$ cat src/sv/matrix_power_mod_word_assert.svh
// Assertion macros shared by the matrix power block.
`ifndef MATRIX_POWER_MOD_WORD_ASSERT_SVH
`define MATRIX_POWER_MOD_WORD_ASSERT_SVH

// Same-cycle implication, checked out of reset.
`define MPMW_ASSERT_SAME(label, clk, rst_n, pre, post) \
    label: assert property (@(posedge clk) disable iff (!rst_n) (pre) |-> (post)) \
        else $error("matrix_power_mod_word: same-cycle check failed");

// Next-cycle implication, checked out of reset.
`define MPMW_ASSERT_NEXT(label, clk, rst_n, pre, post) \
    label: assert property (@(posedge clk) disable iff (!rst_n) (pre) |=> (post)) \
        else $error("matrix_power_mod_word: next-cycle check failed");

`endif

$ cat src/sv/mpmw_pkg.sv
// Package with shared constants and command types of the matrix power block.
package mpmw_pkg;

    localparam int FIELD_W = 32;
    localparam int CFG_IDX_W = 2;
    localparam int DEF_WORD_BITS = 32;
    localparam int DEF_EXP_BITS = 32;

    localparam logic [CFG_IDX_W-1:0] REG_BASE_TL = 2'd0;
    localparam logic [CFG_IDX_W-1:0] REG_BASE_TR = 2'd1;
    localparam logic [CFG_IDX_W-1:0] REG_BASE_BL = 2'd2;
    localparam logic [CFG_IDX_W-1:0] REG_BASE_BR = 2'd3;

    localparam logic [FIELD_W-1:0] BASE_TL_RESET = 32'd0;
    localparam logic [FIELD_W-1:0] BASE_TR_RESET = 32'd1;
    localparam logic [FIELD_W-1:0] BASE_BL_RESET = 32'd1;
    localparam logic [FIELD_W-1:0] BASE_BR_RESET = 32'd1;

    typedef struct packed {
        logic load;
        logic mul_en;
        logic sel_base;
        logic acc_en;
        logic shift;
        logic res_load;
    } dp_cmd_t;

    typedef struct packed {
        logic exp_msb;
    } dp_stat_t;

endpackage

$ cat src/sv/mpmw_ctrl.sv
// Controller: sequences square and multiply steps over the exponent bits.
module mpmw_ctrl #(
    parameter int EXP_BITS = mpmw_pkg::DEF_EXP_BITS
) (
    input  logic               clk,
    input  logic               rst_n,
    input  logic               in_valid,
    output logic               in_ready,
    output logic               out_valid,
    input  logic               out_ready,
    input  mpmw_pkg::dp_stat_t stat,
    output mpmw_pkg::dp_cmd_t  cmd
);

    localparam int IDX_W = (EXP_BITS > 1) ? $clog2(EXP_BITS) : 1;

    localparam logic [2:0] ST_IDLE   = 3'd0;
    localparam logic [2:0] ST_SQ_MUL = 3'd1;
    localparam logic [2:0] ST_SQ_ADD = 3'd2;
    localparam logic [2:0] ST_MB_MUL = 3'd3;
    localparam logic [2:0] ST_MB_ADD = 3'd4;
    localparam logic [2:0] ST_FINISH = 3'd5;

    logic [2:0]       state_reg;
    logic [2:0]       state_next;
    logic [IDX_W-1:0] cnt_reg;
    logic [IDX_W-1:0] cnt_next;
    logic             out_valid_reg;
    logic             out_valid_next;
    logic             last_bit;

    assign last_bit = (cnt_reg == '0);

    always_comb
    begin
        state_next = state_reg;
        cnt_next   = cnt_reg;
        cmd        = '0;
        case (state_reg)
            ST_IDLE:
            begin
                if (in_valid)
                begin
                    cmd.load   = 1'b1;
                    cnt_next   = IDX_W'(EXP_BITS - 1);
                    state_next = ST_SQ_MUL;
                end
            end
            ST_SQ_MUL:
            begin
                cmd.mul_en = 1'b1;
                state_next = ST_SQ_ADD;
            end
            ST_SQ_ADD:
            begin
                cmd.acc_en = 1'b1;
                if (stat.exp_msb)
                begin
                    state_next = ST_MB_MUL;
                end
                else
                begin
                    cmd.shift = 1'b1;
                    if (last_bit)
                    begin
                        state_next = ST_FINISH;
                    end
                    else
                    begin
                        cnt_next   = cnt_reg - 1'b1;
                        state_next = ST_SQ_MUL;
                    end
                end
            end
            ST_MB_MUL:
            begin
                cmd.mul_en   = 1'b1;
                cmd.sel_base = 1'b1;
                state_next   = ST_MB_ADD;
            end
            ST_MB_ADD:
            begin
                cmd.acc_en = 1'b1;
                cmd.shift  = 1'b1;
                if (last_bit)
                begin
                    state_next = ST_FINISH;
                end
                else
                begin
                    cnt_next   = cnt_reg - 1'b1;
                    state_next = ST_SQ_MUL;
                end
            end
            ST_FINISH:
            begin
                if (!out_valid_reg || out_ready)
                begin
                    cmd.res_load = 1'b1;
                    state_next   = ST_IDLE;
                end
            end
            default:
            begin
                state_next = ST_IDLE;
            end
        endcase
    end

    always_comb
    begin
        out_valid_next = out_valid_reg;
        if (cmd.res_load)
        begin
            out_valid_next = 1'b1;
        end
        else if (out_ready)
        begin
            out_valid_next = 1'b0;
        end
    end

    always_ff @(posedge clk or negedge rst_n)
    begin
        if (!rst_n)
        begin
            state_reg     <= ST_IDLE;
            cnt_reg       <= '0;
            out_valid_reg <= 1'b0;
        end
        else
        begin
            state_reg     <= state_next;
            cnt_reg       <= cnt_next;
            out_valid_reg <= out_valid_next;
        end
    end

    assign in_ready  = (state_reg == ST_IDLE);
    assign out_valid = out_valid_reg;

endmodule

$ cat config.mk
export PLATFORM = sky130hd
export DESIGN_NAME = mpmw_ctrl
export DESIGN_NICKNAME = d
export VERILOG_FILES = /design/src/sv/matrix_power_mod_word_assert.svh /design/src/sv/mpmw_pkg.sv /design/src/sv/mpmw_ctrl.sv
export SDC_FILE = /design/constraint.sdc
export NUM_CORES = 1
export LEC_CHECK = 0
export BUFFER_PORTS_ARGS = -buffer_cell sky130_fd_sc_hd__buf_2
export CAP_MARGIN = 20
export CORE_AREA = 5 5 44 46
export CTS_CLUSTER_DIAMETER = 30
export DETAILED_ROUTE_END_ITERATION = 7
export DIE_AREA = 0 0 49 51
export SLEW_MARGIN = 20
export SYNTH_ARGS = -nofsm -noshare
export SYNTH_HDL_FRONTEND = slang
export SYNTH_SLANG_ARGS = --single-unit
$ cat constraint.sdc
create_clock -name clk -period 3.05 [get_ports clk]
set_input_delay 0.4575 -clock clk [delete_from_list [all_inputs] [get_ports clk]]
set_output_delay 0.4575 -clock clk [all_outputs]
set_load 0.005 [all_outputs]
==> results_dict.tcl <==
set metrics [dict create \
    cp.required_ns 2.59 \
    hold_viol_final 0 \
    grt_max_degree 12 \
    async_reset_ff_share_pct 100 \
    grt_pass1_vias 487 \
    final_area_um2 656 \
    cap_violations 0 \
    setup_tns_ns 0 \
    critPathArrivalTime_ns 1.57 \
    drt-initial-drc-count 6 \
    synth_edf_count 0 \
    first_pass_iters 3 \
    design.final.nets 84 \
    fin_crit_ns 2.03 \
    grt_pass1_wl_um 2040 \
    maxSlewHeadroom_pct 64.5 \
    r2r_setup_slack_ns 1.23 \
    ant_nets 0 \
    cts.clk_slew.worst_paths_ns 0.06 \
    critPathKind "flop to output port" \
    r2r-end "cnt_reg[3]" \
    cts_setup_buffers 0 \
    synth.area.top_cells "dfrtp_1 39%, nor2_1 5.8%, nor3_1 4.3%" \
    yosys.area.top_type "dfrtp_1" \
    cp-end-kind "output port" \
    drc_errors 0 \
    wire_per_inst_um 12.5 \
    wl_met3_um 72 \
    dp_hpwl_um 885 \
    cp_max_fo 11 \
    cts_resized 0 \
    synth_area_um2 582 \
    syn_area_per_cell_um2 8.82 \
    synth_cells 66 \
    skew_ns 0.00168 \
    rsz0062_at_grt "no" \
    core_um2 1470 \
    drive_above_1_share_pct 27.3 \
    seq_area_frac_synth_pct 38.7 \
    vias 507 \
    cts.path.max_buffers 2 \
    maxSlewViolCount 0 \
    vias_per_cell 5.45 \
    io_pins 13 \
    largest_reg_flops 5 \
    synthTopCellsByCount "9 x dfrtp_1, 9 x nor2_1, 5 x nand2_1, 5 x nor3_1" \
    hp-class "input pin to async pin" \
    die_height_um 51 \
    cts_buffers 3 \
    io_buffers 12 \
    grt_usage_pct 10.3 \
    wl_met2_um 523 \
    ctsHoldBuffers 0 \
    final-setup-viol-count 0 \
    antenna_found_initial 0 \
    gp_congestion 0.752 \
    insertion_delay_ns 0.26 \
    cts.sinks 9 \
    synthToLayoutAreaGrowth_pct 12.7 \
    grt_overflow 0 \
    wirelength_met1_um 569 \
    synth-seq-cells 9 \
    synth_top_flop_cell "dfrtp_1" \
    syn_nets 72 \
    yosysTopAreaCellShare_pct 38.7 \
    htree_levels 1 \
    yosys_warnings 0 \
    design.die.area_um2 2500 \
    fmax_mhz 493 \
    p_per_area_nw_per_um2 916 \
    fillCellCount 162 \
    cts_tree "yes" \
    clockRootBuffer "clkbuf_4" \
    rr_startpoint "cnt_reg[0]" \
    vdd_drop_max_mv 0.368 \
    startpoint_type "flop" \
    diodes 0 \
    final.period_utilization_pct 66.5 \
    routed_wl_um 1170 \
    num_rows 14 \
    reg2reg_depth 6 \
    status "completed" \
    post_dp_cell_area_um2 629 \
    tightestPinTransition_ns 0.531 \
    highest_layer "met3" \
    ys_types 31 \
    initial_core_util_pct 39.5 \
    p_leak_nw 0.302 \
    die_w_um 49 \
]
==> per-stage QoR <==
step	setup WS [ns]	cells	total power [W]	utilization, %	hold WS, ns
after floorplan	1.38	66	0.000444	-	0.162
after global placement	1.24	89	0.000511	42.8	0.325
after detailed placement	1.22	89	0.000511	42.8	0.326
after CTS	1.03	93	0.000609	44.6	0.0368
after global routing	0.892	93	0.000664	44.6	0.0341
final	1.02	93	0.000601	44.6	0.0377
==> per-layer routing <==
| metal | vias to the layer above | track usage, % |
|---|---|---|
| li1 | 253 | - |
| met1 | 244 | 13.0 |
| met2 | 10 | 16.1 |
| met3 | 0 | 4.65 |
| met4 | 0 | 2.69 |
| met5 | - | 0 |
==> cell usage in the layout (no fill, tap or decap), drive strengths merged <==
master,n
o21ai,4
dfrtp,9
nor4b,1
o211a,1
buf,12
nor2b,1
o2111ai,1
a31oi,1
or3b,1
clkbuf,4
nand4,1
or2,2
ha,1
and2,1
a22o,2
a211oi,1
a21oi,4
inv,4
nand2b,2
nor2,9
a21o,1
a311oi,1
nor3,5
a221oi,1
mux2,1
or2b,1
nand2,5
==> where the power goes <==
| group | total [W] | internal [W] | leakage (nW) | switching, W |
|---|---|---|---|---|
| Sequential | 0.000239 | 0.000162 | 0.0999 | 0.0000771 |
| Combinational | 0.000268 | 0.000134 | 0.187 | 0.000134 |
| Clock | 0.0000940 | 0.0000505 | 0.0150 | 0.0000434 |
| Total | 0.000601 | 0.000346 | 0.302 | 0.000255 |
==> worst max path at each step <==
stage | startpoint | endpoint | slack [ns]
after global placement | cnt_reg[0] | cnt_reg[3] | 1.24
after CTS | state_reg[2] | cmd[2] | 1.03
after global routing | state_reg[2] | cmd[2] | 0.89
final | state_reg[2] | cmd[2] | 1.02
after detailed placement | cnt_reg[0] | cnt_reg[3] | 1.22
after floorplan | cnt_reg[0] | cnt_reg[3] | 1.38
==> critical path, stage by stage, from the launching register on <==
cell	delay, ns
dfrtp_1	0.50
or2b_1	0.30
a21oi_1	0.32
buf_2	0.19
==> area by class of cell <==
class / count / area [um2] / share of cell area (%)
timing repair buffer: 12 / 60.1 / 9.16
sequential: 9 / 225 / 34.4
multi-input combinational: 48 / 309 / 47.1
tap: 16 / 20.0 / 3.05
inverter: 4 / 15.0 / 2.29
clock buffer: 4 / 26.3 / 4.01
==> cells by family after synthesis <==
family / count (synthesis) / synth area share [%]
simple gates: 29 / 27.1
flops: 9 / 38.7
fa+ha+maj: 1 / 2.15
buf+inv: 9 / 8.17
compound gates: 17 / 21.9
mux: 1 / 1.94
(Power assumes the default switching activity.)
